$ cat src/design/sacf_pkg.sv
`timescale 1ns / 1ps

package sacf_pkg;

   // default sizes for the top level parameters
   localparam int DEF_MAX_WAYS  = 8;
   localparam int DEF_MAX_SETS  = 1024;
   localparam int DEF_ADDR_BITS = 48;

   // register field widths
   localparam int OFFSET_W = 4;
   localparam int SETB_W   = 4;
   localparam int WAYS_W   = 4;
   localparam int CNT_W    = 32;

   // csr channel
   localparam int CSR_INDEX_W = 2;
   localparam int CSR_DATA_W  = 4;

   localparam logic [CSR_INDEX_W-1:0] CSR_OFFSET_BITS     = 2'd0;
   localparam logic [CSR_INDEX_W-1:0] CSR_SET_BITS        = 2'd1;
   localparam logic [CSR_INDEX_W-1:0] CSR_WAYS_IN_USE     = 2'd2;
   localparam logic [CSR_INDEX_W-1:0] CSR_PREFETCH_ENABLE = 2'd3;

   localparam logic [OFFSET_W-1:0] RST_OFFSET_BITS = 4'd6;
   localparam logic [SETB_W-1:0]   RST_SET_BITS    = 4'd4;
   localparam logic [WAYS_W-1:0]   RST_WAYS_IN_USE = 4'd1;
   localparam logic                RST_PREFETCH    = 1'b0;

   // access kind in req_tuser
   localparam logic REQ_READ  = 1'b0;
   localparam logic REQ_WRITE = 1'b1;

   // result word: three flags then four totals, padded to bytes
   localparam int RSP_FIELDS_W = 3 + 4 * CNT_W;
   localparam int RSP_DATA_W   = ((RSP_FIELDS_W + 7) / 8) * 8;

   typedef struct packed {
      logic done;        // one-cycle pulse, scan finished
      logic hit;         // valid line with matching tag seen
      logic free_found;  // an invalid way was seen before the end
   } scan_stat_type;

   function automatic logic [CNT_W-1:0] sat_add(input logic [CNT_W-1:0] cnt,
                                                 input logic [1:0]       inc);
      logic [CNT_W:0] sum;
      sum = {1'b0, cnt} + (CNT_W + 1)'(inc);
      return sum[CNT_W] ? {CNT_W{1'b1}} : sum[CNT_W-1:0];
   endfunction

endpackage

$ cat src/design/sacf_split.sv
`timescale 1ns / 1ps

module sacf_split #(
   parameter int MAX_SETS  = sacf_pkg::DEF_MAX_SETS,
   parameter int ADDR_BITS = sacf_pkg::DEF_ADDR_BITS,
   localparam int SET_W    = (MAX_SETS > 1) ? $clog2(MAX_SETS) : 1,
   localparam int SET_LIM  = $clog2(MAX_SETS + 1) - 1
) (
   input  logic [ADDR_BITS-1:0]         address,
   input  logic [sacf_pkg::OFFSET_W-1:0] offset_bits,
   input  logic [sacf_pkg::SETB_W-1:0]   set_bits,
   output logic [SET_W-1:0]             set_idx,
   output logic [ADDR_BITS-1:0]         tag
);

   logic [sacf_pkg::SETB_W-1:0] sb;
   logic [ADDR_BITS-1:0]        line_id;
   logic [SET_W-1:0]            set_mask;

   always_comb begin
      // set field width saturates at what the set store can hold
      if (int'(set_bits) > SET_LIM) begin
         sb = sacf_pkg::SETB_W'(SET_LIM);
      end else begin
         sb = set_bits;
      end
      line_id  = address >> offset_bits;
      set_mask = ~({SET_W{1'b1}} << sb);
      set_idx  = line_id[SET_W-1:0] & set_mask;
      tag      = line_id >> sb;
   end

endmodule

$ cat config.mk
export PLATFORM = sky130hd
export DESIGN_NAME = sacf_split
export DESIGN_NICKNAME = d
export VERILOG_FILES = /design/src/design/sacf_pkg.sv /design/src/design/sacf_split.sv
export SDC_FILE = /design/constraint.sdc
export NUM_CORES = 1
export LEC_CHECK = 0
export BUFFER_PORTS_ARGS = -buffer_cell sky130_fd_sc_hd__buf_2
export CAP_MARGIN = 10
export CORE_ASPECT_RATIO = 1.1
export CORE_MARGIN = 5
export CORE_UTILIZATION = 47
export DETAILED_ROUTE_END_ITERATION = 16
export PLACE_DENSITY = 0.81
export REMOVE_ABC_BUFFERS = 1
export SETUP_SLACK_MARGIN = 0.3
export SLEW_MARGIN = 15
export SYNTH_ARGS = -nofsm -noshare
export SYNTH_HDL_FRONTEND = slang
export SYNTH_SLANG_ARGS = --single-unit
$ cat constraint.sdc
create_clock -name vclk -period 6.6
set_input_delay 1.32 -clock vclk [all_inputs]
set_output_delay 1.32 -clock vclk [all_outputs]
set_load 0.01 [all_outputs]
---- Word-level counts from Yosys, hierarchy flattened ----
Cells that the tools add are included.
storage, ports and cells
  flip-flop bits (word level) ............. 0
  input bits .............................. 56
  output and inout bits ................... 58
cells by class
  magnitude comparators ................... 1
  shift-type cells ........................ 3
  mux-type cells .......................... 1
  bitwise gates (word level) .............. 2
operators by type and width
  kind                     number
  $shr A48 B4 Y48          2
  $and A10 B10 Y10         1
  $not A10 Y10             1
  $shl A10 B4 Y10 const A  1
  $gt A4 B4 Y1 const B     1
  $mux W4                  1

---- Depth between registers and ports, before layout ----
  word-level depth ........................ 5
  depth in mapped cells ................... 10
  gate-level depth less buffers ........... 6

---- Least setup slack after synthesis ----
Ideal clock, no wire load.
  kind .................................... in2out
  from .................................... in set_bits[2] (netlist name)
  to ...................................... out tag[9]
  arrival time ............................ 3424 ps
  required time ........................... 5280 ps
  slack ................................... 1856 ps
  stages on the path ...................... 9
  cells stage by stage .................... clkbuf_1 -> a21oi_1 -> buf_2 -> clkbuf_1 -> clkbuf_1 -> mux4_2 -> mux2i_1 -> nor2_1 -> a211oi_1
on the way
  cells in the longest elaborated chain, start to end .. 3
RTL lines
  what                 line              text
  start, declared      sacf_split.sv:11  input logic [sacf_pkg::SETB_W-1:0] set_bits,
  $gt A4 B4 Y1         sacf_split.sv:22  if (int'(set_bits) > SET_LIM) begin
  $mux W4 (*)          sacf_split.sv:22
  $shr A48 B4 Y48 (*)  sacf_split.sv:30  tag = line_id >> sb;
  end, declared        sacf_split.sv:13  output logic [ADDR_BITS-1:0] tag
Every way passes the cells marked *; elsewhere a longest branch is shown, timed or not.

---- Final worst setup path ----
  from .................................... in offset_bits[0] (netlist name)
  to ...................................... out tag[6]
on the way
  cells in the longest elaborated chain, start to end .. 2
RTL lines
  what             line              text
  start, declared  sacf_split.sv:10  input logic [sacf_pkg::OFFSET_W-1:0] offset_bits,
  $shr A48 B4 Y48  sacf_split.sv:27  line_id = address >> offset_bits;
  $shr A48 B4 Y48  sacf_split.sv:30
Every way passes these cells.

==> metrics.csv <==
stage,metric,value,unit
critical_path,path_max_fanout,22,
worst_hold_path,hold_path_class,in2out,
critical_path,worstPathArrival,4360,ps
global_route,grt_overflow,0,
place,place.gp.congestion,0.999,
timing,min_period,5680,ps
detailed_routing,num_vias,6158,
global_route,grt_max_degree,50,
timing,fin_hold_ws,3150,ps
detailed_routing,wire_per_inst,26.1,µm
detailed_routing,ant_nets,0,
floorplan,core,10200,µm²
layout,drive_gt1_share,33.0,%
detailed_routing,route.detailed.drc,0,
clock_tree,cts_resized,0,
critical_path,crit_path_end_kind,primary output,
synthesis,synth-seq-area-share,0,%
power,p_leak,2.17,nW
floorplan,ios,114,
timing,finalCritPeriodShare,86.0,%
place,dpl-instance-area,5450,µm²
critical_path,startpoint_type,input pin,
detailed_routing,dr.first_iter.drc_count,935,
floorplan,dieArea,12500,µm²
floorplan,start_util,47.5,%
detailed_routing,viasPerCell,7.77,
synthesis,synth_top_area_cell,mux4_2,
layout,register_area,0,µm²
layout,area_delta_synth_final,11.8,%
floorplan,rows,39,
floorplan,die_w,107,µm
layout,clkbuf_count,0,
detailed_routing,drt-pass1-iter-count,6,
synthesis,yosys.area.top_type_share,23.1,%
timing,drv_slew,0,
outcome,status,finished clean,
timing,max_freq,0.176,GHz
power,pwr_density_cell,117,nW/µm²
critical_path,crit_required,5280,ps
floorplan,die_h,117,µm
place,port-buffer-count,114,
synthesis,synthCells,602,
layout,finalInstanceArea,5450,µm²
synthesis,avgSynthCellArea,8.09,µm²
timing,finalHoldViolCount,0,
critical_path,path_class,in2out,
global_route,antenna_found_initial,0,
timing,grt_setup_unrepaired,no,
place,post-dp-hpwl,16200,µm
timing,setup_tns,0,ps
job,maxCapViolCount,0,
global_route,grt_pass1_wl,31600,µm
layout,fin_nets,728,
detailed_routing,routed_wl,20700,µm
synthesis,synthDistinctLibCells,63,
timing,setup_viol,0,
clock_tree,hold_buffers,0,
global_route,grt_pass1_vias,5535,
global_route,gr-usage-all-layers,31.6,%
timing,relSlewSlack,29.8,%
clock_tree,postCtsSetupRepairBufs,0,
synthesis,synth_area_leaders,"mux4_2 23%, mux2i_1 14%, mux2_2 7.4%, o21ai_0 3.9%, nand2_1 3.5%",
synthesis,syn-cell-area,4870,µm²
synthesis,synth_warnings,0,
power,vdd_drop_max,49.8,µV
layout,n_antenna_cell,0,
layout,nFlopsAndLatches,0,
power,total_power,0.635,mW
timing,worst_slew_pin_slew,1050,ps
[final cells by class]
class                      instances  area [µm²]
fill                             975        4800
multi-input combinational        530        4540
timing repair buffer             133         726
tap                              123         154
inverter                           7        26.3
[path summary, 6_finish.rpt]
path / cells after the start / start / to / slack [ps]
max: 9 / offset_bits[0] / tag[6] / 920
min: 4 / set_bits[0] / set_idx[2] / 3150
[per-stage QoR]
step                      worst slack [ps]  std cells  util (%)
after global placement                 964        793      53.2
after CTS                              955        793      53.2
after floorplan                        909        537         -
after detailed placement               954        793      53.2
final                                  924        793      53.2
after global routing                   725        793      53.2
[synth_stat cells (14+ instances only)]
cell type and instances:
o211ai_1 22, mux2i_1 69, o21ai_0 38, nand2_1 46, buf_2 14, mux4_2 50, mux2_2 32, nor2_1 44
nand3_1 31, nor3_1 21, a21oi_1 24, clkbuf_1 36
[layer usage]
| metal | GRT usage (%) | vias to the layer above | share of wire [%] |
|---|---|---|---|
| met3 | 7.30 | 53 | 13 |
| met5 | 0 | - | 0 |
| li1 | - | 2631 | - |
| met4 | 5.03 | 0 | 2.1 |
| met1 | 45.8 | 2978 | 41 |
| met2 | 49.1 | 496 | 44 |
[report_power, final]
part	total, mW	internal [mW]	switching (mW)
Sequential	0	0	0
Combinational	0.635	0.251	0.384
Clock	0	0	0
Total	0.635	0.251	0.384
[logic make-up after synthesis]
group,count (synthesis),share of synthesized area (%)
compound gates,201,29.0
mux,156,47.4
buf+inv,72,7.04
simple gates,173,16.6
[cells in the final DEF (no fill, tap or decap), drive strengths merged, types with 3 or more instances in the layout]
cell	n
o2bb2ai	5
nand3	31
a211oi	13
nand2b	4
a31oi	8
a221o	3
a21oi	24
nand4	7
mux4	55
a32oi	6
nor4	4
nand2	46
o211ai	22
and2	3
nor3	21
mux2	32
nor2	44
buf	133
o21ai	42
and3	3
o2111ai	9
a221oi	7
inv	5
o22ai	13
o221ai	12
a22o	5
mux2i	69
a22oi	9
[worst max-delay path: stages]
cell and delay (ps):
buf_2 470, buf_4 420, mux4_2 580, mux2i_1 470
o2bb2ai_1 170, or4_1 520, nand3_1 100, o221ai_1 110
buf_2 170
No activity file was read; power rests on OpenSTA's default activity.
