[config.mk]
export PLATFORM = sky130hd
export DESIGN_NAME = sacf_ram
export DESIGN_NICKNAME = d
export VERILOG_FILES = /design/src/design/sacf_ram.sv
export SDC_FILE = /design/constraint.sdc
export NUM_CORES = 1
export LEC_CHECK = 0
export CAP_MARGIN = 30
export CORE_AREA = 2 2 138 140
export DETAILED_ROUTE_END_ITERATION = 8
export DIE_AREA = 0 0 140 142
export DONT_BUFFER_PORTS = 1
export SLEW_MARGIN = 20
export SYNTH_ARGS = -nofsm -noshare
export SYNTH_HDL_FRONTEND = slang
export SYNTH_SLANG_ARGS = --single-unit
[constraint.sdc]
create_clock -name clock -period 1.6 [get_ports clock]
set_input_delay 0.08 -clock clock [delete_from_list [all_inputs] [get_ports clock]]
set_output_delay 0.08 -clock clock [all_outputs]
set_load 0.005 [all_outputs]
[src/design/sacf_ram.sv]
`timescale 1ns / 1ps

module sacf_ram #(
   parameter int WIDTH = 8,
   parameter int DEPTH = 16,
   localparam int AW   = (DEPTH > 1) ? $clog2(DEPTH) : 1
) (
   input  logic             clock,
   input  logic             wr_en,
   input  logic [AW-1:0]    wr_addr,
   input  logic [WIDTH-1:0] wr_data,
   input  logic             rd_en,
   input  logic [AW-1:0]    rd_addr,
   output logic [WIDTH-1:0] rd_data
);

   logic [WIDTH-1:0] mem_ff [DEPTH];
   logic [WIDTH-1:0] rd_data_ff;

   always_ff @(posedge clock) begin
      if (wr_en) begin
         mem_ff[wr_addr] <= wr_data;
      end
      if (rd_en) begin
         rd_data_ff <= mem_ff[rd_addr];
      end
   end

   assign rd_data = rd_data_ff;

endmodule

=== Word level (Yosys, flattened, before mapping) ===
Memories as Yosys holds them, arrays and structs flattened. A register that Yosys moved wholly into a read port is not among the register bits.
Index checks and enable logic that the tools add are counted.

* Register bits after elaboration: 0
* Bits in writable memories: 128
* Bits of input ports: 19
* Output and inout port bits: 8
* Logic and storage cells: 3
* Memories: 1

{| class="wikitable"
|+ Memory list
! memory !! depth !! width !! rd ports !! clocked after Yosys merged registers in !! write ports !! RTL line !! RTL
|-
| mem_ff || 16 || 8 || 1 || 1 || 1 || 17 || <nowiki>logic [WIDTH-1:0] mem_ff [DEPTH];</nowiki>
|}

* Mux-type cells: 2

{| class="wikitable"
|+ Operator list
! operator !! number
|-
| 1-bit 2-to-1 mux || 2
|}

=== Depth between registers and ports, before layout ===
Gate-level depths: netlist of the first run.

* Word-level depth: 2
* Mapped depth: 5
* Mapped depth without buffers: 3

=== Least setup slack after synthesis of the first run ===
No wires, ideal clock.

* Kind: input to register
* Start: input wr_addr[2]
* End: memory mem_ff[0][0] (enable)
* Library setup time: 0.383 ns
* Arrival time: 1.190 ns
* Data required time: 1.217 ns
* Path slack: 0.027 ns
* Stages on the path: 2
* Path buffers: 0
* Cell sequence: or3b_2 > nor3_1

{| class="wikitable"
|+ RTL lines
! element !! RTL line !! RTL
|-
| from (decl) || 10 || <nowiki>input logic [AW-1:0] wr_addr,</nowiki>
|-
| to (decl) || 17 ||
|}

Straight into the memory's write port.

==> impl_metrics.py, run 1 <==
metrics = {
    "sta": {
        "finalSetupViolations": 0,
        "period_share": 0.932,
        "finClkSkew_ps": 5.88,
        "hold_viol": 0,
        "period_minus_slack_ps": 1490,
        "slew_violations": 0,
        "whs_ps": 53.5,
        "max_freq_mhz": 670,
        "fin_setup_tns_ps": 0,
        "rsz0062_at_grt": "no",
        "worst_pin_slew_ps": 585,
        "slew_headroom": 0.609,
    },
    "cts": {
        "clk_pin_slew_worst_paths_ps": 60,
        "cts_num_sinks": 136,
        "clk-insertion-delay-late_ps": 410,
        "cts_max_level": 4,
        "cts_tree": "done",
        "cts-root-buf": "clkbuf_16",
        "cts_buffers": 17,
        "postCtsSetupBuffers": 0,
        "cts_buffer_depth": 2,
    },
    "synth": {
        "ys_top_cells_by_count": "136 x edfxtp_1, 18 x mux4_2, 16 x a22oi_1, 14 x mux4_1, 13 x nor2_1",
        "muxShareOfSynthArea": 0.148,
        "syn_nets": 248,
        "yosysMostFrequentCell": "edfxtp_1",
        "synth.largest_area_cell": "edfxtp_1",
        "synth_cells": 229,
        "yosysWarningCount": 0,
        "syn-mean-instance-area_um2": 22.8,
        "synthXorXnorAreaFrac": 0,
        "netlist_area_um2": 5230,
        "synth_compound_area_frac": 0.0230,
        "synth_top_family_by_area": "multiplexers",
        "synth.yosys.seq_area_share": 0.781,
        "synth_adder_area_share": 0,
        "synth-edff-count": 136,
        "ys_seq_elements": 136,
        "synthTopCellsByArea": "edfxtp_1 78%, mux4_2 7.8%, mux4_1 7.0%",
        "synth_flop_cell": "edfxtp_1",
        "async_flop_share": 0,
        "synth_top_area_frac": 0.781,
        "ys_types": 18,
        "synthSimpleGateAreaFrac": 0.0314,
    },
    "die": {
        "io_pins": 27,
        "design.core.area_um2": 18500,
        "fp-row-count": 50,
        "die_w_um": 140,
        "start_util": 0.283,
        "fp.dieH_um": 142,
        "dieArea_um2": 19900,
    },
    "global_routing": {
        "grt_pass1_vias": 2574,
        "grt_pass1_wl_um": 15500,
        "antenna_found_initial": 1,
        "grt_max_degree": 33,
        "grt_usage": 0.110,
        "grt-ovfl-total": 0,
    },
    "outcome": {
        "violations": "DRC",
        "status": "finished with violations",
    },
    "routing": {
        "drtAntennaViolNets": 0,
        "wl_per_cell_um": 19.9,
        "drt_wl_total_um": 10200,
        "vias": 2376,
        "drcViolationCount": 3,
        "via_per_inst": 4.63,
        "dr.pass1.iters": 7,
        "drt-initial-drc-count": 185,
    },
    "setup_path": {
        "crit_type": "flip-flop to flip-flop",
        "path_depth": 3,
        "crit_arrival_ps": 1630,
        "cp_max_fo": 1,
        "critical-path-top-delay-family": "multiplexers",
        "slowest_stage": "mux4_1",
        "cp_slowest_stage_delay_ps": 490,
        "start_kind": "flip-flop",
        "end_kind": "flip-flop",
        "path_cells": "mux4_1 -> a22oi_1 -> nand2_1",
        "crit_buf_inv": 0,
        "ff2ff_path_depth": 3,
        "cp.required_ps": 1740,
    },
    "min_path": {
        "min_path_cells": 2,
        "hold_path.class": "primary input to flip-flop",
    },
    "power": {
        "p_seq_frac": 0.491,
        "p_comb_frac": 0.035,
        "swShare": 0.182,
        "powerDensity_nw_per_um2": 1310,
        "leakagePower_nw": 2.03,
        "irDropWorstVdd_v": 0.000729,
        "power.switching_mw": 1.50,
        "intPower_mw": 6.74,
        "clock_power_share": 0.474,
    },
    "run": {
        "cap_violations": 0,
    },
    "placement": {
        "portBuffers": 0,
        "dp_hpwl_um": 6510,
        "gp_congestion": 0.676,
    },
    "finish": {
        "nets": 284,
        "fill_cells": 1682,
        "area.growth.synth_to_final_pct": 19.8,
        "drive_gt1_frac": 0.227,
    },
}
-- worst paths after layout --
| check | start | end | slack (ps) |
|---|---|---|---|
| max | mem_ff[8][1] | rd_data[1] | 110 |
| min | wr_addr[0] | mem_ff[0][3] | 50 |
| max reg2reg | mem_ff[8][1] | rd_data[1] | 110 |
| min reg2reg | mem_ff[11][5] | rd_data[5] | 770 |
-- what timing repair did --
action,in CTS,in global routing
hold buffers,9,0
gates resized for setup,0,1
endpoints found under the setup margin,0,1
hold endpoints to repair,136,0
-- power groups by stage --
| stage | clock, mW | combinational (mW) | sequential [mW] |
|---|---|---|---|
| floorplan | 0 | 0.203 | 4.10 |
| global placement | 0 | 0.222 | 4.11 |
| detailed placement | 0 | 0.225 | 4.12 |
| CTS | 3.97 | 0.292 | 4.05 |
| global route | 4.13 | 0.315 | 4.05 |
| finish | 3.90 | 0.286 | 4.04 |
-- cell usage in the layout, fill, tap and decap left out --
cell,count
edfxtp_1,136
mux4_2,18
buf_4,18
clkbuf_16,17
a22oi_1,15
mux4_1,14
nor2_1,13
nand2_1,9
dlygate4sd3_1,9
nor3_1,4
clkbuf_1,4
bufinv_16,4
clkinv_1,3
clkinv_2,3
nand3b_1,2
nand2b_1,2
diode_2,1
nor2b_1,1
and2_1,1
and2b_1,1
a22oi_2,1
nand3_1,1
or3b_2,1
clkinvlp_4,1
-- routing by layer --
layer | share of wire | track usage
met1 | 0.45 | 0.148
met4 | 0.014 | 0.0494
met2 | 0.48 | 0.169
met5 | 0 | 0
met3 | 0.058 | 0.0269
-- flip-flops by register name, indices dropped and copies added, names as in the netlist --
signal / cells
mem_ff: 128
rd_data: 8
-- through the flow --
stage | cells | util | setup slack [ps] | power (mW) | area (µm²)
2_1_floorplan | 229 | - | 27.1 | 4.31 | 5230
3_3_place_gp | 471 | 0.302 | 123 | 4.34 | 5570
3_5_place_dp | 471 | 0.302 | 114 | 4.34 | 5570
4_1_cts | 512 | 0.339 | 96.0 | 8.31 | 6250
5_1_grt | 513 | 0.339 | 32.0 | 8.50 | 6260
6_report | 513 | 0.339 | 108 | 8.23 | 6260
-- cell families (layout without fill, tap and decap cells) --
family          Yosys count  count (layout)
buf+inv                  10              59
other cells               0               1
flops                   136             136
compound gates           16              16
mux                      32              32
simple gates             35              35
-- worst reg2reg max path, delay by kind of cell, from the launching register on --
family             cells  cell delay [ps]
DFF                    1              360
muxes                  1              490
AOI/OAI and AO/OA      1              280
and+or+nand+nor        1              100
-- final cells by class --
cell class                      count  area, µm²  area share
Antenna cell                        1       2.50    0.000400
Clock buffer                       21        440      0.0703
Clock inverter                     11        154      0.0246
Multi-Input combinational cell     83       1060       0.170
Sequential cell                   136       4080       0.652
Tap cell                          234        293      0.0468
Timing Repair Buffer               27        225      0.0360
Note: power is estimated with default switching activity, not from simulation.
==> run 2: changes to the inputs <==
--- a/config.mk
+++ b/config.mk
@@ -6,10 +6,11 @@
 export NUM_CORES = 1
 export LEC_CHECK = 0
 export CAP_MARGIN = 30
-export CORE_AREA = 2 2 138 140
+export CORE_AREA = 2 2 159 122
 export DETAILED_ROUTE_END_ITERATION = 8
-export DIE_AREA = 0 0 140 142
+export DIE_AREA = 0 0 161 124
 export DONT_BUFFER_PORTS = 1
+export PLACE_DENSITY = 0.44
 export SLEW_MARGIN = 20
 export SYNTH_ARGS = -nofsm -noshare
 export SYNTH_HDL_FRONTEND = slang
==> run 2 against run 1 <==
Compared with the run above: the flow now finishes without violations; via count hardly changed; total power is 0.44% lower; sequential cell count stayed put.
==> impl_metrics.py, run 2 (same netlist as run 1, synthesis figures left out) <==
metrics = {
    "power": {
        "p_seq_frac": 0.493,
        "p_comb_frac": 0.036,
        "irDropWorstVdd_v": 0.000537,
        "power.switching_mw": 1.61,
        "powerDensity_nw_per_um2": 1310,
        "clock_power_share": 0.471,
        "intPower_mw": 6.58,
        "swShare": 0.197,
        "leakagePower_nw": 2.02,
    },
    "routing": {
        "dr.pass1.iters": 4,
        "drtAntennaViolNets": 0,
        "via_per_inst": 4.53,
        "vias": 2378,
        "drt_wl_total_um": 11100,
        "top_layer": "met4",
        "drt-initial-drc-count": 246,
        "drcViolationCount": 0,
        "wl_met3_um": 748,
        "wl_per_cell_um": 21.1,
        "wl_met2_um": 4670,
        "wl_met1_um": 5540,
    },
    "min_path": {
        "hold_path.class": "primary input to flip-flop",
    },
    "sta": {
        "hold_viol": 0,
        "max_freq_mhz": 681,
        "whs_ps": 55.4,
        "worst_pin_slew_ps": 615,
        "finalSetupViolations": 0,
        "period_minus_slack_ps": 1470,
        "timing.final.ws_setup_ps": 131,
        "slew_violations": 0,
        "fin_setup_tns_ps": 0,
        "rsz0062_at_grt": "no",
        "finClkSkew_ps": 10.1,
        "period_share": 0.918,
        "slew_headroom": 0.588,
    },
    "global_routing": {
        "antenna_found_initial": 0,
        "grt-ovfl-total": 0,
        "grt_pass1_wl_um": 16600,
        "grt_max_degree": 33,
        "grt_usage": 0.121,
        "grt_pass1_vias": 2540,
    },
    "setup_path": {
        "end_kind": "flip-flop",
        "start_kind": "flip-flop",
        "crit_type": "flip-flop to flip-flop",
        "cp.required_ps": 1740,
        "cp_max_fo": 1,
        "crit_arrival_ps": 1610,
    },
    "placement": {
        "dp_hpwl_um": 7010,
        "dp_worst_setup_slack_ps": 130,
        "portBuffers": 0,
        "gp_congestion": 0.664,
        "dp.cells": 484,
    },
    "cts": {
        "postCtsSetupBuffers": 0,
        "cts_num_sinks": 136,
        "cts_max_level": 4,
        "clk_pin_slew_worst_paths_ps": 60,
        "cts_tree": "done",
        "clk-insertion-delay-late_ps": 410,
        "cts_buffers": 17,
        "post_cts_resized": 0,
        "holdBufCountCts": 9,
        "cts-root-buf": "clkbuf_16",
        "cts_buffer_depth": 2,
    },
    "die": {
        "die_w_um": 161,
        "fp.dieH_um": 124,
        "io_pins": 27,
        "start_util": 0.286,
        "fp-row-count": 43,
        "dieArea_um2": 20000,
        "design.core.area_um2": 18300,
    },
    "finish": {
        "area.growth.synth_to_final_pct": 19.8,
        "top_register": "mem_ff",
        "layout_common_cells": "136 x edfxtp_1, 18 x mux4_2, 18 x buf_4, 17 x clkbuf_16, 16 x a22oi_1",
        "nets": 284,
        "instances_no_fill": 525,
        "diodes": 0,
        "largest_register_ffs": 128,
        "postLayoutCoreUtil": 0.342,
        "layout_commonest_cell": "edfxtp_1",
        "fill_cells": 1759,
        "drive_gt1_frac": 0.234,
    },
    "run": {
        "cap_violations": 0,
    },
    "outcome": {
        "status": "completed",
    },
}
run 2: per-layer routing:
metal | up-vias | global-route usage
li1 | 1055 | -
met1 | 1247 | 0.175
met2 | 61 | 0.168
met3 | 15 | 0.0366
met4 | 0 | 0.0485
met5 | - | 0
run 2: worst max-delay path, stage by stage, from the launching register on:
cell	delay, ps
edfxtp_1	350
mux4_1	500
a22oi_1	240
nand2_1	120
run 2: power by group through the flow:
stage                     Combinational, mW  Clock (mW)  Sequential [mW]
after floorplan                       0.203           0             4.10
after CTS                             0.299        3.93             4.05
final                                 0.292        3.86             4.04
after detailed placement              0.229           0             4.12
after global placement                0.228           0             4.12
after global routing                  0.320        4.11             4.05
run 2: final cells by class:
class	instances	area, µm²	share of cell area
Timing Repair Buffer	27	225	0.0360
Tap cell	247	309	0.0494
Sequential cell	136	4080	0.652
Clock buffer	18	429	0.0685
Clock inverter	14	156	0.0250
Multi-Input combinational cell	83	1060	0.169
run 2: worst paths after layout:
| check | start | end | slack (ps) | depth (start not counted) |
|---|---|---|---|---|
| worst max register to register | mem_ff[9][4] | rd_data[4] | 130 | 3 |
| worst min-delay path | wr_addr[0] | mem_ff[4][6] | 60 | 2 |
| worst max-delay path | mem_ff[9][4] | rd_data[4] | 130 | 3 |
| worst min register to register | mem_ff[15][6] | rd_data[6] | 760 | 3 |
run 2: metrics by stage:
stage,power (mW),instance area [µm²]
6_report,8.20,6260
5_1_grt,8.48,6260
3_3_place_gp,4.35,5590
3_5_place_dp,4.35,5590
2_1_floorplan,4.31,5230
4_1_cts,8.28,6260
==> run 3: changes to the inputs <==
--- a/config.mk
+++ b/config.mk
@@ -6,11 +6,13 @@
 export NUM_CORES = 1
 export LEC_CHECK = 0
 export CAP_MARGIN = 30
-export CORE_AREA = 2 2 159 122
+export CELL_PAD_IN_SITES_DETAIL_PLACEMENT = 0
+export CELL_PAD_IN_SITES_GLOBAL_PLACEMENT = 2
+export CORE_AREA = 2 2 156 120
 export DETAILED_ROUTE_END_ITERATION = 8
-export DIE_AREA = 0 0 161 124
+export DIE_AREA = 0 0 158 122
 export DONT_BUFFER_PORTS = 1
-export PLACE_DENSITY = 0.44
+export PLACE_DENSITY = 0.54
 export SLEW_MARGIN = 20
 export SYNTH_ARGS = -nofsm -noshare
 export SYNTH_HDL_FRONTEND = slang
==> run 3 against run 2 <==
Compared with the run above: final area shrank 0.34%; count of clock-buffer cells in the layout grew 1; via count grew 0.76%; die area shrank 3.4%; clock skew shrank 2.8 ps; global-route usage grew 0.27 points; first-iteration DRC count shrank 39%; sequential share of layout area grew 0.22 points.
==> impl_metrics.py, run 3 (same netlist as run 1, synthesis figures left out) <==
metrics = {
    "routing": {
        "wl_per_cell_um": 21.0,
        "drtAntennaViolNets": 0,
        "via_per_inst": 4.56,
        "drt-initial-drc-count": 151,
        "drcViolationCount": 0,
        "vias": 2396,
        "dr.pass1.iters": 4,
        "drt_wl_total_um": 11000,
    },
    "cts": {
        "cts_buffer_depth": 2,
        "cts_max_level": 4,
        "cts-root-buf": "clkbuf_16",
        "cts_buffers": 17,
        "clk-insertion-delay-late_ps": 410,
        "postCtsSetupBuffers": 0,
        "clk_pin_slew_worst_paths_ps": 60,
        "cts_num_sinks": 136,
        "cts_tree": "done",
    },
    "finish": {
        "largest_register_ffs": 128,
        "instances_no_fill": 525,
        "top_register": "mem_ff",
        "fill_cells": 1703,
        "layout_commonest_cell": "edfxtp_1",
        "layout_common_cells": "136 x edfxtp_1, 18 x mux4_2, 17 x clkbuf_16, 17 x buf_4, 15 x a22oi_1",
        "area.growth.synth_to_final_pct": 19.4,
        "drive_gt1_frac": 0.238,
        "nets": 283,
    },
    "setup_path": {
        "cp_max_fo": 1,
        "start_kind": "flip-flop",
        "crit_arrival_ps": 1630,
        "end_kind": "flip-flop",
        "crit_type": "flip-flop to flip-flop",
        "cp.required_ps": 1730,
    },
    "die": {
        "io_pins": 27,
        "die_w_um": 158,
        "dieArea_um2": 19300,
        "design.core.area_um2": 18000,
        "fp-row-count": 43,
        "fp.dieH_um": 122,
        "start_util": 0.291,
    },
    "sta": {
        "period_minus_slack_ps": 1500,
        "hold_viol": 0,
        "period_share": 0.937,
        "worst_pin_slew_ps": 857,
        "slew_violations": 0,
        "finalSetupViolations": 0,
        "whs_ps": 27.5,
        "rsz0062_at_grt": "no",
        "max_freq_mhz": 667,
        "timing.final.ws_setup_ps": 101,
        "fin_setup_tns_ps": 0,
        "slew_headroom": 0.427,
        "finClkSkew_ps": 7.35,
    },
    "global_routing": {
        "grt_pass1_wl_um": 16400,
        "grt-ovfl-total": 0,
        "grt_max_degree": 33,
        "antenna_found_initial": 1,
        "grt_pass1_vias": 2546,
        "grt_usage": 0.123,
    },
    "power": {
        "p_comb_frac": 0.036,
        "powerDensity_nw_per_um2": 1290,
        "power.switching_mw": 1.62,
        "swShare": 0.201,
        "clock_power_share": 0.462,
        "total_power_mw": 8.05,
        "irDropWorstVdd_v": 0.000653,
        "leakagePower_nw": 2.00,
        "intPower_mw": 6.43,
        "p_seq_frac": 0.502,
    },
    "placement": {
        "gp_congestion": 0.686,
        "dp.cells": 483,
        "dp_hpwl_um": 6870,
        "dp_worst_setup_slack_ps": 76.1,
        "portBuffers": 0,
    },
    "run": {
        "cap_violations": 0,
    },
    "min_path": {
        "hold_path.class": "primary input to flip-flop",
    },
    "outcome": {
        "status": "completed",
    },
}
-- run 3: cell types whose count changed in the layout (fill, tap and decap cells not counted) --
cell        previous run  this run
clkinv_4               1         2
bufinv_16              3         2
clkinvlp_4             3         4
diode_2                0         1
clkbuf_1               1         2
clkinv_1               3         1
buf_4                 18        17
a22oi_2                0         1
clkinv_2               3         4
a22oi_1               16        15
inv_6                  1         0
-- run 3: worst max-delay path: stages (launching register included) --
cell	delay [ps]
edfxtp_1	360
mux4_1	510
a22oi_1	200
nand2_1	150
-- run 3: final cells by class --
cell class	instances	area, µm²	share of cell area
tap	247	309	0.0495
clock buffer	19	433	0.0694
multi-input combinational	83	1060	0.170
antenna	1	2.50	0.000401
clock inverter	13	131	0.0211
sequential	136	4080	0.655
timing repair buffer	26	218	0.0349
-- run 3: worst paths after layout --
path | startpoint | end | slack, ps | cells past startpoint
hold reg to reg | mem_ff[13][7] | rd_data[7] | 750 | 3
hold / removal | wr_addr[3] | mem_ff[2][6] | 30 | 2
setup / recovery | mem_ff[9][5] | rd_data[5] | 100 | 3
setup reg to reg | mem_ff[9][5] | rd_data[5] | 100 | 3
-- run 3: power groups by stage --
stage          sequential (mW)  combinational, mW  clock [mW]
6_report                  4.04              0.288        3.72
2_1_floorplan             4.10              0.203           0
4_1_cts                   4.05              0.293        3.80
3_5_place_dp              4.12              0.224           0
3_3_place_gp              4.12              0.226           0
5_1_grt                   4.05              0.316        3.96
-- run 3: per-layer routing --
| layer | vias up | GRT usage | share of wire |
|---|---|---|---|
| met1 | 1272 | 0.181 | 0.49 |
| li1 | 1051 | - | - |
| met2 | 59 | 0.173 | 0.44 |
| met3 | 14 | 0.0416 | 0.063 |
| met4 | 0 | 0.0372 | 0.010 |
| met5 | - | 0 | 0 |
-- run 3: per-stage QoR --
step	cell area [µm²]	utilization
CTS	6230	0.347
global placement	5580	0.310
floorplan	5230	-
finish	6240	0.347
global route	6240	0.347
detailed placement	5580	0.310
-- run 3: timing repair --
item                                    CTS  global route
resized for setup                         0             1
endpoints found under the setup margin    0             1
hold buffers                              9             0
hold endpoints to repair                136             0
