## src/design/sacf_pkg.sv

```systemverilog
`timescale 1ns / 1ps

package sacf_pkg;

   // default sizes for the top level parameters
   localparam int DEF_MAX_WAYS  = 8;
   localparam int DEF_MAX_SETS  = 1024;
   localparam int DEF_ADDR_BITS = 48;

   // register field widths
   localparam int OFFSET_W = 4;
   localparam int SETB_W   = 4;
   localparam int WAYS_W   = 4;
   localparam int CNT_W    = 32;

   // csr channel
   localparam int CSR_INDEX_W = 2;
   localparam int CSR_DATA_W  = 4;

   localparam logic [CSR_INDEX_W-1:0] CSR_OFFSET_BITS     = 2'd0;
   localparam logic [CSR_INDEX_W-1:0] CSR_SET_BITS        = 2'd1;
   localparam logic [CSR_INDEX_W-1:0] CSR_WAYS_IN_USE     = 2'd2;
   localparam logic [CSR_INDEX_W-1:0] CSR_PREFETCH_ENABLE = 2'd3;

   localparam logic [OFFSET_W-1:0] RST_OFFSET_BITS = 4'd6;
   localparam logic [SETB_W-1:0]   RST_SET_BITS    = 4'd4;
   localparam logic [WAYS_W-1:0]   RST_WAYS_IN_USE = 4'd1;
   localparam logic                RST_PREFETCH    = 1'b0;

   // access kind in req_tuser
   localparam logic REQ_READ  = 1'b0;
   localparam logic REQ_WRITE = 1'b1;

   // result word: three flags then four totals, padded to bytes
   localparam int RSP_FIELDS_W = 3 + 4 * CNT_W;
   localparam int RSP_DATA_W   = ((RSP_FIELDS_W + 7) / 8) * 8;

   typedef struct packed {
      logic done;        // one-cycle pulse, scan finished
      logic hit;         // valid line with matching tag seen
      logic free_found;  // an invalid way was seen before the end
   } scan_stat_type;

   function automatic logic [CNT_W-1:0] sat_add(input logic [CNT_W-1:0] cnt,
                                                 input logic [1:0]       inc);
      logic [CNT_W:0] sum;
      sum = {1'b0, cnt} + (CNT_W + 1)'(inc);
      return sum[CNT_W] ? {CNT_W{1'b1}} : sum[CNT_W-1:0];
   endfunction

endpackage

```

## src/design/sacf_way_scan.sv

```systemverilog
`timescale 1ns / 1ps

module sacf_way_scan #(
   parameter int MAX_WAYS  = sacf_pkg::DEF_MAX_WAYS,
   parameter int ADDR_BITS = sacf_pkg::DEF_ADDR_BITS,
   localparam int WAY_W    = (MAX_WAYS > 1) ? $clog2(MAX_WAYS) : 1,
   localparam int WCNT_W   = $clog2(MAX_WAYS + 1)
) (
   input  logic                          clock,
   input  logic                          reset,
   input  logic                          start,
   input  logic [WCNT_W-1:0]             ways_eff,
   input  logic [ADDR_BITS-1:0]          tag,
   input  logic [MAX_WAYS-1:0]           line_valid,
   input  logic [MAX_WAYS*ADDR_BITS-1:0] line_tags,
   output sacf_pkg::scan_stat_type       stat,
   output logic [WAY_W-1:0]              free_way
);

   logic             active_ff;
   logic             done_ff;
   logic             hit_ff;
   logic             free_found_ff;
   logic [WAY_W-1:0] free_way_ff;
   logic [WAY_W-1:0] idx_ff;

   logic                 entry_valid;
   logic [ADDR_BITS-1:0] entry_tag;
   logic                 match;
   logic                 last;

   // one way per cycle through the single tag comparator
   always_comb begin
      entry_valid = line_valid[idx_ff];
      entry_tag   = line_tags[idx_ff*ADDR_BITS +: ADDR_BITS];
      match       = entry_valid && (entry_tag == tag);
      last        = (WCNT_W'(idx_ff) + WCNT_W'(1)) == ways_eff;
   end

   always_ff @(posedge clock) begin
      if (reset) begin
         active_ff <= 1'b0;
         done_ff   <= 1'b0;
      end else begin
         done_ff <= active_ff && (match || last);
         if (start) begin
            active_ff <= 1'b1;
         end else if (active_ff && (match || last)) begin
            active_ff <= 1'b0;
         end
      end
   end

   always_ff @(posedge clock) begin
      if (start) begin
         idx_ff        <= '0;
         hit_ff        <= 1'b0;
         free_found_ff <= 1'b0;
      end else if (active_ff) begin
         hit_ff <= match;
         if (!entry_valid && !free_found_ff) begin
            free_found_ff <= 1'b1;
            free_way_ff   <= idx_ff;
         end
         if (!(match || last)) begin
            idx_ff <= idx_ff + 1'b1;
         end
      end
   end

   assign stat.done       = done_ff;
   assign stat.hit        = hit_ff;
   assign stat.free_found = free_found_ff;
   assign free_way        = free_way_ff;

endmodule

```

## config.mk

```make
export PLATFORM = sky130hd
export DESIGN_NAME = sacf_way_scan
export DESIGN_NICKNAME = d
export VERILOG_FILES = /design/src/design/sacf_pkg.sv /design/src/design/sacf_way_scan.sv
export SDC_FILE = /design/constraint.sdc
export NUM_CORES = 1
export LEC_CHECK = 0
export ABC_CLOCK_PERIOD_IN_PS = 5200
export BUFFER_PORTS_ARGS = -buffer_cell sky130_fd_sc_hd__buf_2
export CAP_MARGIN = 20
export CORE_AREA = 2 2 178 180
export CTS_BUF_LIST = sky130_fd_sc_hd__clkbuf_16
export CTS_CLUSTER_SIZE = 10
export DETAILED_ROUTE_END_ITERATION = 10
export DIE_AREA = 0 0 180 182
export PLACE_DENSITY = 0.42
export SYNTH_ARGS = -nofsm -noshare
export SYNTH_HDL_FRONTEND = slang
export SYNTH_SLANG_ARGS = --single-unit
```

## constraint.sdc

```tcl
create_clock -name clock -period 5.2 [get_ports clock]
set_clock_uncertainty 0.05 [all_clocks]
set_input_delay 0.26 -clock clock [delete_from_list [all_inputs] [get_ports clock]]
set_output_delay 0.26 -clock clock [all_outputs]
set_load 0.05 [all_outputs]
```

After elaboration in Yosys (flattened, before gate mapping)
Cells that the tools add are included.
- bits in registers: 10
- bits in latches: 0
- RAM bits: 0
- memory bits (read-only): 0
- bits of input ports: 447
- output and inout bits: 6
- memories: 0
- add/subtract/negate cells: 2
- multipliers: 1
- div/mod/pow operators: 0
- $lt $le $gt $ge: 1
- equal/unequal tests: 2
- shift-type cells: 1
- multiplexer cells: 4
- bitwise logic cells: 2
- reductions and logical operators: 10
- operator list (cell ; count):
    $shiftx A384 B10 Y48 ; 1
    $eq A48 B48 Y1 ; 1
    $mul A3 B2 Y5 const B ; 1
    $add A3 B1 Y4 const B ; 1
    $eq A4 B4 Y1 ; 1
    $lt A3 B4 Y1 const B ; 1
    $reduce_and A2 Y1 ; 2
    $add A3 B1 Y3 const B ; 1
    $bmux W1 S3 ; 1
    $logic_and A1 B1 Y1 ; 3
    $mux W1 ; 3
    $reduce_and A3 Y1 ; 1
    $logic_not A1 Y1 ; 2
    $not A1 Y1 ; 2
    $reduce_bool A2 Y1 ; 1
    $logic_or A1 B1 Y1 ; 1

Longest topological paths before layout
Gate-level depths: netlist (run 1).
- word-level depth: 8
- depth in mapped cells: 11
- gate-level depth less buffers: 8

Least setup slack after synthesis (run 1)
No wires, ideal clock.
- path type: register to register
- from: reg idx_ff[1]
- to: reg idx_ff[0]
- arrival time: 2.655 ns
- slack: 2.374 ns
- stages on the path, launching flop included: 12
- path buffers: 4
- clock period less this slack: 2.826 ns
- cell sequence: dfxtp_1 > buf_6 > buf_4 > buf_2 > buf_2 > mux2i_1 > xor2_1 > o2111ai_1 > nor4_1 > nand4_1 > o21a_1 > mux2_4
- cells in the longest elaborated chain, start to end: 7
- elaborated cells between the ends (all ways): 11
- those cells by class: 1 x add/sub; 1 x mul; 2 x eq/ne; 1 x shift; 2 x mux; 1 x bitwise; 3 x reduce/logical
- ends and longest elaborated chain (item ; line ; text):
    from (decl) ; sacf_way_scan.sv:25 ; logic [WAY_W-1:0] idx_ff;
    from (signal assigned) ; sacf_way_scan.sv:66 ; idx_ff <= idx_ff + 1'b1;
    $mul A3 B2 Y5 ; sacf_way_scan.sv:35 ; entry_tag = line_tags[idx_ff*ADDR_BITS +: ADDR_BITS];
    $shiftx A384 B10 Y48 ; sacf_way_scan.sv:35 ;
    $eq A48 B48 Y1 ; sacf_way_scan.sv:36 ; match = entry_valid && (entry_tag == tag);
    $logic_and A1 B1 Y1 ; sacf_way_scan.sv:36 ;
    $logic_or A1 B1 Y1 (*) ; sacf_way_scan.sv:65 ; if (!(match || last)) begin
    $not A1 Y1 (no source line) (*) ; -- ;
    $reduce_and A2 Y1 (no source line) (*) ; -- ;
Mark *: on every way between the ends. The rest lies on a longest branch, timed or not. The select of a mux whose other input is x is not followed.
A chain may end at the register's enable or synchronous reset.

Final worst setup path (run 1)
Same ends and word-level chain as after synthesis.

==> results.md, run 1 <==
* Clock transition at path regs at 0.04 ns
* Maximum net fanout on the critical path at 45
* Final Hold Vio Count at 0
* Synth Cell Area at 4120 um^2
* Setup WS pre-CTS at 0.781 ns
* Post-detailed-route via-to-cell ratio at 4.19
* Number of buffers added by the clock tree synthesis step at 3
* Most common flop cell mapped by yosys: sky130_fd_sc_hd__dfxtp_1
* Top cells by area, synth: sky130_fd_sc_hd__mux4_2, sky130_fd_sc_hd__mux2i_1, sky130_fd_sc_hd__a22oi_1
* Critical path data arrival time at 4.23 ns
* Async S/R FF share, synth at 0
* TritonCTS clock tree: yes
* Total Die Area at 32800 um^2
* Average wire per standard cell at 19.4 um
* Standard cell core area at 31000 um^2
* Worst path required time at 5.27 ns
* Syn nets at 848
* Layout-stage area growth over the synthesis result at 66.5%
* Via Count at 5183
* Global-route congestion overflow total at 0
* DP Wirelength at 21.2 mm
* Violation count after the first detailed-routing iteration at 170
* Setup TNS Final at 0 ns
* Detailed Routing Iterations Pass 1 at 6
* Clock tree buffer depth at 2
* Part of the Yosys area used for sequential elements at 0.0559
* Power density relative to cell area at 119 nW/um^2
* Clock sink total at 10
* Initial antenna violation count at 5
* Library cell occupying the most area in the post-synthesis netlist: sky130_fd_sc_hd__mux4_2
* Synthesized area per cell at 10.3 um^2
* Crit. End Element: register
* Die Wd at 180 um
* YS warnings at 0
* Number of max-cap violations at 0
* Final weighted congestion in routability-driven placement at 0.831
* Setup slack of the most critical reg-to-reg path at 1.04 ns
* Upper clock frequency limit at 0.240 GHz
* Buffers on Ports at 452
* CTS Root Buffer Type: sky130_fd_sc_hd__clkbuf_16
* Number of flops mapped to enable cells by yosys at 3
* Syn Inst Count at 400
* Slew of the pin with the lowest slew margin at 1.01 ns
* Switching fraction of total power at 0.378
* Share of layout cells above drive strength 1 at 0.642
* Routed wire length at 23.9 mm
* Number of core rows at 65
* Sequential power share at 0.138
* Non-Filler Cell Area, Final at 6850 um^2
* Post-CTS setup buffer count at 0
* First-pass GRT wire length at 34.3 mm
* Switching pwr at 0.308 mW
* Setup repair after global routing missed its margin: false
* Area after DPL at 6760 um^2
* Yosys top cell area share at 0.296
* Count of hold-fix buffers inserted at cts at 0
* Clock latency on the worst-skew pair at 0.24 ns
* Number of primary I/O pins at 453
* DRC viols at 0
* Power share of the clock group at 0.171
* Outcome: finished clean
* Most repeated cell in the gate-level netlist after synthesis: sky130_fd_sc_hd__mux2i_1
* Final slew viol count at 0
* Post-layout min period at 4.16 ns
* Worst Hold Class: in2reg
* Share of total power in combinational logic at 0.692
* Yosys reg bits at 10
* Pin count of the biggest net entering global routing at 46
* Initial Util at 0.133
* Via count of the first global-routing pass at 5547
* Commonest cells in the netlist: sky130_fd_sc_hd__mux2i_1, sky130_fd_sc_hd__mux4_2, sky130_fd_sc_hd__a22oi_1, sky130_fd_sc_hd__xor2_1, sky130_fd_sc_hd__xnor2_1
* Max-slew headroom at 0.326
* Number of H-tree branching levels at 1
* Leakage at 3.01 nW
* Count of unique library cells instantiated by Yosys at 43
* ANT nets after route at 0
* Final worst-path cycle share at 0.800
* Final setup violation count at 0
* Startpoint class of the critical path: register
* Nets@finish at 1279
* Internal power component at 0.508 mW
* Resized Gates After CTS at 0
* Combined global-route utilization of all metal layers at 0.137
* Die Ht at 182 um
* Worst Hold Slack at 0.258 ns
* Category of the critical setup timing path: reg2reg
* Maximum vdd ir drop at 92.0 uV
* Setup WS post-layout at 1.04 ns
-- cells by family (layout without fill, tap and decap cells) --
family | after synthesis | count (layout) | synth area share
flops | 10 | 10 | 0.0559
mux | 171 | 171 | 0.584
fa+ha+maj | 1 | 1 | 0.00304
xor+xnor | 36 | 36 | 0.0766
compound gates | 72 | 72 | 0.127
other cells | 0 | 4 | 0
simple gates | 70 | 70 | 0.0927
buf+inv | 40 | 470 | 0.0602
-- area by class of cell --
type | instances | area [um^2]
Antenna cell | 4 | 10.0
Clock buffer | 3 | 75.1
Clock inverter | 1 | 3.75
Fill cell | 3465 | 24100
Inverter | 3 | 11.3
Multi-Input combinational cell | 350 | 3640
Sequential cell | 10 | 241
Tap cell | 402 | 503
Timing Repair Buffer | 463 | 2370
-- critical path: stages, from the launching register on --
cell and delay (ns):
sky130_fd_sc_hd__dfxtp_4 0.85, sky130_fd_sc_hd__buf_4 0.38, sky130_fd_sc_hd__mux4_2 0.54, sky130_fd_sc_hd__mux2i_1 0.17, sky130_fd_sc_hd__xor2_1 0.18, sky130_fd_sc_hd__o2111ai_1 0.12
sky130_fd_sc_hd__nor4_1 0.60, sky130_fd_sc_hd__nand4_1 0.45, sky130_fd_sc_hd__o21a_1 0.36, sky130_fd_sc_hd__mux2_4 0.31
-- state kept, by name, indices dropped and copies added (netlist names) --
| signal | flops |
|---|---|
| free_found_ff | 1 |
| done_ff | 1 |
| idx_ff | 3 |
| free_way | 3 |
| active_ff | 1 |
| hit_ff | 1 |
-- power by group through the flow --
stage	clock, mW	sequential, mW	combinational, mW
detailed placement	0	0.116	0.576
finish	0.139	0.112	0.565
floorplan	0	0.0917	0.335
CTS	0.144	0.115	0.578
global placement	0	0.116	0.575
global route	0.148	0.117	0.620
-- per-stage QoR --
stage	power (mW)	instances	utilization
after global placement	0.691	1228	0.218
after global routing	0.886	1236	0.221
final	0.816	1236	0.221
after floorplan	0.427	400	-
after CTS	0.837	1232	0.221
after detailed placement	0.692	1228	0.218
-- layout by cell type, fill, tap and decap left out, types with 4 or more instances in the layout --
master,count
sky130_fd_sc_hd__a21oi_1,11
sky130_fd_sc_hd__a221oi_1,6
sky130_fd_sc_hd__a22o_1,10
sky130_fd_sc_hd__a22oi_1,23
sky130_fd_sc_hd__and3_1,9
sky130_fd_sc_hd__buf_2,452
sky130_fd_sc_hd__buf_4,9
sky130_fd_sc_hd__dfxtp_1,4
sky130_fd_sc_hd__diode_2,4
sky130_fd_sc_hd__mux2_2,8
sky130_fd_sc_hd__mux2i_1,107
sky130_fd_sc_hd__mux4_2,54
sky130_fd_sc_hd__nand2_1,10
sky130_fd_sc_hd__nand3_1,5
sky130_fd_sc_hd__nand4_1,4
sky130_fd_sc_hd__nor2_1,11
sky130_fd_sc_hd__nor2b_1,9
sky130_fd_sc_hd__nor3_1,5
sky130_fd_sc_hd__nor4_1,6
sky130_fd_sc_hd__o21ai_0,4
sky130_fd_sc_hd__o22ai_1,5
sky130_fd_sc_hd__xnor2_1,17
sky130_fd_sc_hd__xor2_1,19
-- path summary, 6_finish.rpt --
| kind | startpoint | end | depth (start not counted) |
|---|---|---|---|
| min | start | free_found_ff | 2 |
| min reg2reg | free_found_ff | free_found_ff | 2 |
| max | idx_ff[1] | idx_ff[0] | 9 |
| max reg2reg | idx_ff[1] | idx_ff[0] | 9 |
-- layer usage --
layer | GRT usage | up-vias | wire length (um)
met5 | 0 | - | 13
met4 | 0.0218 | 2 | 210
met3 | 0.0231 | 16 | 1490
met2 | 0.244 | 246 | 12100
met1 | 0.177 | 2422 | 10200
li1 | - | 2497 | -
(Power assumes the default switching activity.)
==> run 2: changes to the inputs <==
==> config.mk (replaced) <==
export PLATFORM = sky130hd
export DESIGN_NAME = sacf_way_scan
export DESIGN_NICKNAME = d
export VERILOG_FILES = /design/src/design/sacf_pkg.sv /design/src/design/sacf_way_scan.sv
export SDC_FILE = /design/constraint.sdc
export NUM_CORES = 1
export LEC_CHECK = 0
export ABC_CLOCK_PERIOD_IN_PS = 3950
export BUFFER_PORTS_ARGS = -buffer_cell sky130_fd_sc_hd__buf_2
export CAP_MARGIN = 20
export CORE_AREA = 2 2 175 177
export CTS_BUF_LIST = sky130_fd_sc_hd__clkbuf_16
export CTS_CLUSTER_SIZE = 10
export DETAILED_ROUTE_END_ITERATION = 10
export DIE_AREA = 0 0 177 179
export PLACE_DENSITY = 0.43
export SYNTH_ARGS = -nofsm -noshare
export SYNTH_HDL_FRONTEND = slang
export SYNTH_SLANG_ARGS = --single-unit
==> constraint.sdc (replaced) <==
create_clock -name clock -period 3.95 [get_ports clock]
set_clock_uncertainty 0.05 [all_clocks]
set_input_delay 0.1975 -clock clock [delete_from_list [all_inputs] [get_ports clock]]
set_output_delay 0.1975 -clock clock [all_outputs]
set_load 0.05 [all_outputs]
==> results.md, run 2 (synthesis gave the netlist of run 1 again) <==
* Outcome: finished clean
* ANT nets after route at 0
* First-pass GRT wire length at 32.1 mm
* Nets@finish at 1291
* Average wire per standard cell at 18.8 um
* Maximum vdd ir drop at 99.7 uV
* Hold Path Cell Cnt at 3
* Number of fill cells at 3341
* Routed wire length at 23.3 mm
* DP Wirelength at 20.8 mm
* Clock transition at path regs at 0.04 ns
* GRT busiest layer: met2
* GR Util met1 at 0.167
* Area after DPL at 6850 um^2
* Maximum net fanout on the critical path at 38
* Die Wd at 177 um
* DRC viols at 0
* Pin count of the biggest net entering global routing at 39
* Clock tree buffer depth at 2
* Clock latency on the worst-skew pair at 0.24 ns
* Global-route met3 utilization at 0.0240
* Util after Layout at 0.231
* Violation count after the first detailed-routing iteration at 102
* Layout-stage area growth over the synthesis result at 68.7%
* TritonCTS clock tree: yes
* Global routing met2 resource utilization at 0.249
* Max-slew headroom at 0.450
* Final slew viol count at 0
* Worst Hold Class: in2reg
* Post-placement cell count at 1234
* Most frequent cells in the layout: sky130_fd_sc_hd__buf_2, sky130_fd_sc_hd__mux2i_1, sky130_fd_sc_hd__mux4_2
* Initial antenna violation count at 5
* Total Die Area at 31700 um^2
* Combined global-route utilization of all metal layers at 0.136
* Power density relative to cell area at 156 nW/um^2
* Slew of the pin with the lowest slew margin at 0.824 ns
* Initial Util at 0.137
* Upper clock frequency limit at 0.269 GHz
* Worst path required time at 4.02 ns
* CTS Root Buffer Type: sky130_fd_sc_hd__clkbuf_16
* Standard cell core area at 30000 um^2
* Non-Filler Cell Area, Final at 6940 um^2
* Category of the critical setup timing path: reg2reg
* Final weighted congestion in routability-driven placement at 0.833
* Crit. End Element: register
* Via count of the first global-routing pass at 5449
* Number of primary I/O pins at 453
* Leakage at 3.08 nW
* Number of H-tree branching levels at 1
* Post-layout min period at 3.72 ns
* Finished Layout Cells at 1240
* Number of core rows at 64
* Most common cell after layout, fill and taps aside: sky130_fd_sc_hd__buf_2
* Clock sink total at 10
* Startpoint class of the critical path: register
* Critical path data arrival time at 3.79 ns
* Share of layout cells above drive strength 1 at 0.651
* Setup repair after global routing missed its margin: false
* Highest-delay cell along the critical path: sky130_fd_sc_hd__dfxtp_4
* Post-detailed-route via-to-cell ratio at 4.20
* Global-route congestion overflow total at 0
* Worst Hold Slack at 0.166 ns
* Via Count at 5208
* Detailed Routing Iterations Pass 1 at 4
* Die Ht at 179 um
* Number of max-cap violations at 0
* Worst reg-to-reg path cell count at 9
* Cell-by-cell trace of the critical path: buf_12, nand2b_1, o22ai_1, o21ai_1, o211ai_1, nor4_1, nand4_1, o21a_1, mux2_4
* Final worst-path cycle share at 0.941
* Buffers on Ports at 452
* Final setup violation count at 0
* Number of buffers added by the clock tree synthesis step at 3
* Final Hold Vio Count at 0
* Worst path max stage delay at 0.69 ns
==> run 2: worst paths after layout <==
| check | slack (ns) | to | start |
|---|---|---|---|
| max | 0.23 | idx_ff[0] | idx_ff[2] |
| max reg2reg | 0.23 | idx_ff[0] | idx_ff[2] |
| min reg2reg | 0.46 | free_found_ff | free_found_ff |
| min | 0.17 | active_ff | reset |
==> run 2: what timing repair did <==
action                                  4_1_cts  5_1_grt
gates resized for setup                       1        3
endpoints found under the setup margin        2        4
buffers inserted                              0        0
hold buffers                                  0        0
==> run 2: critical path: cells and delay by family, from the launching register on <==
family	cells	cell delay [ns]
compound gates	4	1.00
buf+inv	1	0.29
flops	1	0.69
mux	1	0.30
simple gates	3	1.19
==> run 2: where the power goes <==
part / switching, mW / total [mW] / leakage [nW] / internal (mW)
Clock: 0.0504 / 0.183 / 0.0423 / 0.133
Combinational: 0.325 / 0.760 / 2.95 / 0.435
Sequential: 0.0277 / 0.139 / 0.0856 / 0.111
Total: 0.403 / 1.08 / 3.08 / 0.679
==> run 2: stage by stage <==
step / power, mW / setup TNS (ns) / setup slack [ns]
2_1_floorplan: 0.562 / 0 / 1.12
3_3_place_gp: 0.915 / -0.267 / -0.134
3_5_place_dp: 0.919 / -0.0387 / -0.0279
4_1_cts: 1.11 / 0 / 0.0621
5_1_grt: 1.17 / 0 / 0.000610
6_report: 1.08 / 0 / 0.231
==> run 2: final cells by class <==
cell class,count,area [um^2],share of cell area
clock buffers,3,75.1,0.0108
diodes,2,5.00,0.000721
multi-input cells,350,3650,0.526
flip-flops and latches,10,241,0.0348
repair buffers,475,2460,0.354
well taps,396,495,0.0714
clock inverters,1,3.75,0.000541
inverters,3,11.3,0.00162
==> run 2: routing by layer <==
| layer | wire length [um] | part of all wire |
|---|---|---|
| met5 | 12 | 0.00051 |
| met4 | 244 | 0.010 |
| met3 | 1640 | 0.071 |
| met2 | 11800 | 0.51 |
| met1 | 9600 | 0.41 |
==> run 3: changes to the inputs <==
--- a/config.mk
+++ b/config.mk
@@ -5,15 +5,16 @@
 export SDC_FILE = /design/constraint.sdc
 export NUM_CORES = 1
 export LEC_CHECK = 0
+export ABC_AREA = 1
 export ABC_CLOCK_PERIOD_IN_PS = 3950
 export BUFFER_PORTS_ARGS = -buffer_cell sky130_fd_sc_hd__buf_2
 export CAP_MARGIN = 20
-export CORE_AREA = 2 2 175 177
+export CORE_AREA = 2 2 174 176
 export CTS_BUF_LIST = sky130_fd_sc_hd__clkbuf_16
 export CTS_CLUSTER_SIZE = 10
 export DETAILED_ROUTE_END_ITERATION = 10
-export DIE_AREA = 0 0 177 179
-export PLACE_DENSITY = 0.43
+export DIE_AREA = 0 0 176 178
+export PLACE_DENSITY = 0.5
 export SYNTH_ARGS = -nofsm -noshare
 export SYNTH_HDL_FRONTEND = slang
 export SYNTH_SLANG_ARGS = --single-unit
==> results.md, run 3 <==
* Setup TNS Final at 0 ns
* Power density relative to cell area at 188 nW/um^2
* CP Buf/Inv Count at 4
* Maximum vdd ir drop at 109 uV
* Final Hold Vio Count at 0
* Pin count of the biggest net entering global routing at 122
* Startpoint class of the critical path: register
* RR Startpoint: idx_ff[0]
* CTS Root Buffer Type: sky130_fd_sc_hd__clkbuf_16
* Initial Util at 0.203
* Violation count after the first detailed-routing iteration at 384
* Final setup violation count at 0
* Critical path data arrival time at 3.22 ns
* Commonest cells in the netlist: sky130_fd_sc_hd__nand2_1, sky130_fd_sc_hd__inv_1, sky130_fd_sc_hd__nand3_1, sky130_fd_sc_hd__nor2_1
* Maximum net fanout on the critical path at 81
* Dominant cell type by count on the critical path: sky130_fd_sc_hd__nand2_1
* Number of max-cap violations at 0
* Average wire per standard cell at 14.6 um
* Layout-stage area growth over the synthesis result at 41.1%
* Resized Gates After CTS at 0
* Total Die Area at 31300 um^2
* Die Ht at 178 um
* Via Count at 9186
* R2R Path End: idx_ff[1]
* First-pass GRT wire length at 44.9 mm
* Post-CTS setup buffer count at 0
* Most common cell after layout, fill and taps aside: sky130_fd_sc_hd__nand2_1
* Library cell occupying the most area in the post-synthesis netlist: sky130_fd_sc_hd__nand2_1
* DRC viols at 0
* TritonCTS clock tree: yes
* Worst path max stage delay at 0.42 ns
* Number of primary I/O pins at 453
* Cell-by-cell trace of the critical path: inv_6, buf_12, buf_4, nand2_1, nand3_1, nand3_1, nand3_1, nand2_1, nor2_1, nand2_1, nor2_1, nand2_1, nor2_2, nand2_4, nand3_2, nand2_1, clkinv_1, nor2_1
* Routed wire length at 31.0 mm
* Share of layout cells above drive strength 1 at 0.276
* Max-slew headroom at 0.465
* Util after Layout at 0.287
* Highest-delay cell along the critical path: sky130_fd_sc_hd__inv_6
* Initial antenna violation count at 3
* Syn Inst Count at 1345
* Most frequent cells in the layout: sky130_fd_sc_hd__nand2_1, sky130_fd_sc_hd__buf_2, sky130_fd_sc_hd__inv_1
* Yosys reg bits at 10
* Hold Path Cell Cnt at 2
* Combined global-route utilization of all metal layers at 0.182
* Clock transition at path regs at 0.04 ns
* Synth Cell Area at 5980 um^2
* Worst path required time at 4.04 ns
* Leakage at 5.64 nW
* Count of hold-fix buffers inserted at cts at 0
* Syn nets at 1793
* Async S/R FF share, synth at 0
* Die Wd at 176 um
* Number of H-tree branching levels at 1
* End of the worst hold path: done_ff
* Outcome: finished clean
* Final worst-path cycle share at 0.792
* Most common flop cell mapped by yosys: sky130_fd_sc_hd__dfxtp_1
* Upper clock frequency limit at 0.320 GHz
* Clock sink total at 10
* Most repeated cell in the gate-level netlist after synthesis: sky130_fd_sc_hd__nand2_1
* Number of fill cells at 3568
* Post-layout min period at 3.13 ns
* Final weighted congestion in routability-driven placement at 0.891
* Clock tree buffer depth at 2
* Worst reg-to-reg path cell count at 18
* Global-route congestion overflow total at 0
* Category of cells accounting for the largest share of critical-path delay: simple AND/OR/NAND/NOR gates
* Number of core rows at 63
* Part of the Yosys area used for sequential elements at 0.0385
* Slew of the pin with the lowest slew margin at 0.803 ns
* Detailed Routing Iterations Pass 1 at 5
* Clock latency on the worst-skew pair at 0.24 ns
* Setup repair after global routing missed its margin: false
* Nets@finish at 2183
* Via count of the first global-routing pass at 8356
* Worst Hold Class: in2reg
* Crit. End Element: register
* YS warnings at 0
* Category of the critical setup timing path: reg2reg
* Standard cell core area at 29400 um^2
* Post-detailed-route via-to-cell ratio at 4.32
* Top cells by area, synth: sky130_fd_sc_hd__nand2_1, sky130_fd_sc_hd__nand3_1, sky130_fd_sc_hd__inv_1
* Yosys top cell area share at 0.384
* Number of buffers added by the clock tree synthesis step at 3
* Startpoint of the tightest hold check path: reset
* ANT nets after route at 0
* Setup slack of the most critical reg-to-reg path at 0.82 ns
* Count of unique library cells instantiated by Yosys at 29
* Final slew viol count at 0
* DP Wirelength at 25.6 mm
* Synthesized area per cell at 4.45 um^2
* Buffers on Ports at 452
* Number of flops mapped to enable cells by yosys at 3
run 3: per-layer routing:
metal	share of wire	wire length, um	global-route usage	vias up
met4	0.012	384	0.0238	2
met5	0.00032	10	0	-
met3	0.063	1940	0.0228	17
met2	0.49	15300	0.334	328
li1	-	-	-	4807
met1	0.43	13300	0.232	4032
run 3: logic make-up after synthesis:
group	after synthesis	synth area share
and+or+nand+nor	967	0.669
buffers and inverters	309	0.239
AOI/OAI and AO/OA	54	0.0456
DFF	10	0.0385
xor gates and xnor gates	4	0.00586
adders and majority gates	1	0.00209
run 3: area by class of cell:
class | instances | area (um^2) | area share
timing repair buffer | 465 | 2430 | 0.289
clock inverter | 1 | 3.75 | 0.000445
sequential | 10 | 239 | 0.0283
clock buffer | 3 | 75.1 | 0.00890
multi-input combinational | 1026 | 4320 | 0.512
inverter | 229 | 867 | 0.103
antenna | 2 | 5.00 | 0.000593
tap | 390 | 488 | 0.0579
run 3: through the flow:
stage / power, mW / hold slack, ns / std cells / instance area, um^2 / worst slack (ns)
2_1_floorplan: 0.968 / 0.217 / 1345 / 5980 / 1.98
3_3_place_gp: 1.42 / 0.336 / 2120 / 8350 / 0.694
3_5_place_dp: 1.42 / 0.338 / 2120 / 8350 / 0.690
4_1_cts: 1.61 / 0.0873 / 2124 / 8430 / 0.677
5_1_grt: 1.78 / 0.0941 / 2125 / 8430 / 0.484
6_report: 1.59 / 0.0951 / 2126 / 8430 / 0.821
run 3: worst max path at each step:
stage,start,endpoint,slack [ns],cells past startpoint
final,idx_ff[0],idx_ff[1],0.82,18
after CTS,idx_ff[0],idx_ff[1],0.68,18
after floorplan,idx_ff[0],idx_ff[2],1.98,20
after global placement,idx_ff[0],idx_ff[1],0.69,18
after global routing,idx_ff[0],idx_ff[1],0.48,18
after detailed placement,idx_ff[0],idx_ff[1],0.69,18
run 3: power breakdown:
part	leakage, nW	total [mW]	switching [mW]	internal (mW)
clock network	0.0385	0.184	0.0514	0.133
registers	0.0873	0.133	0.0178	0.115
logic	5.52	1.27	0.780	0.491
total	5.64	1.59	0.849	0.739
run 3: worst reg2reg max path: cells and delay by family (launching register included):
kind	cells	cell delay, ns
and+or+nand+nor	14	1.53
DFF	1	0.40
buffers and inverters	4	1.05
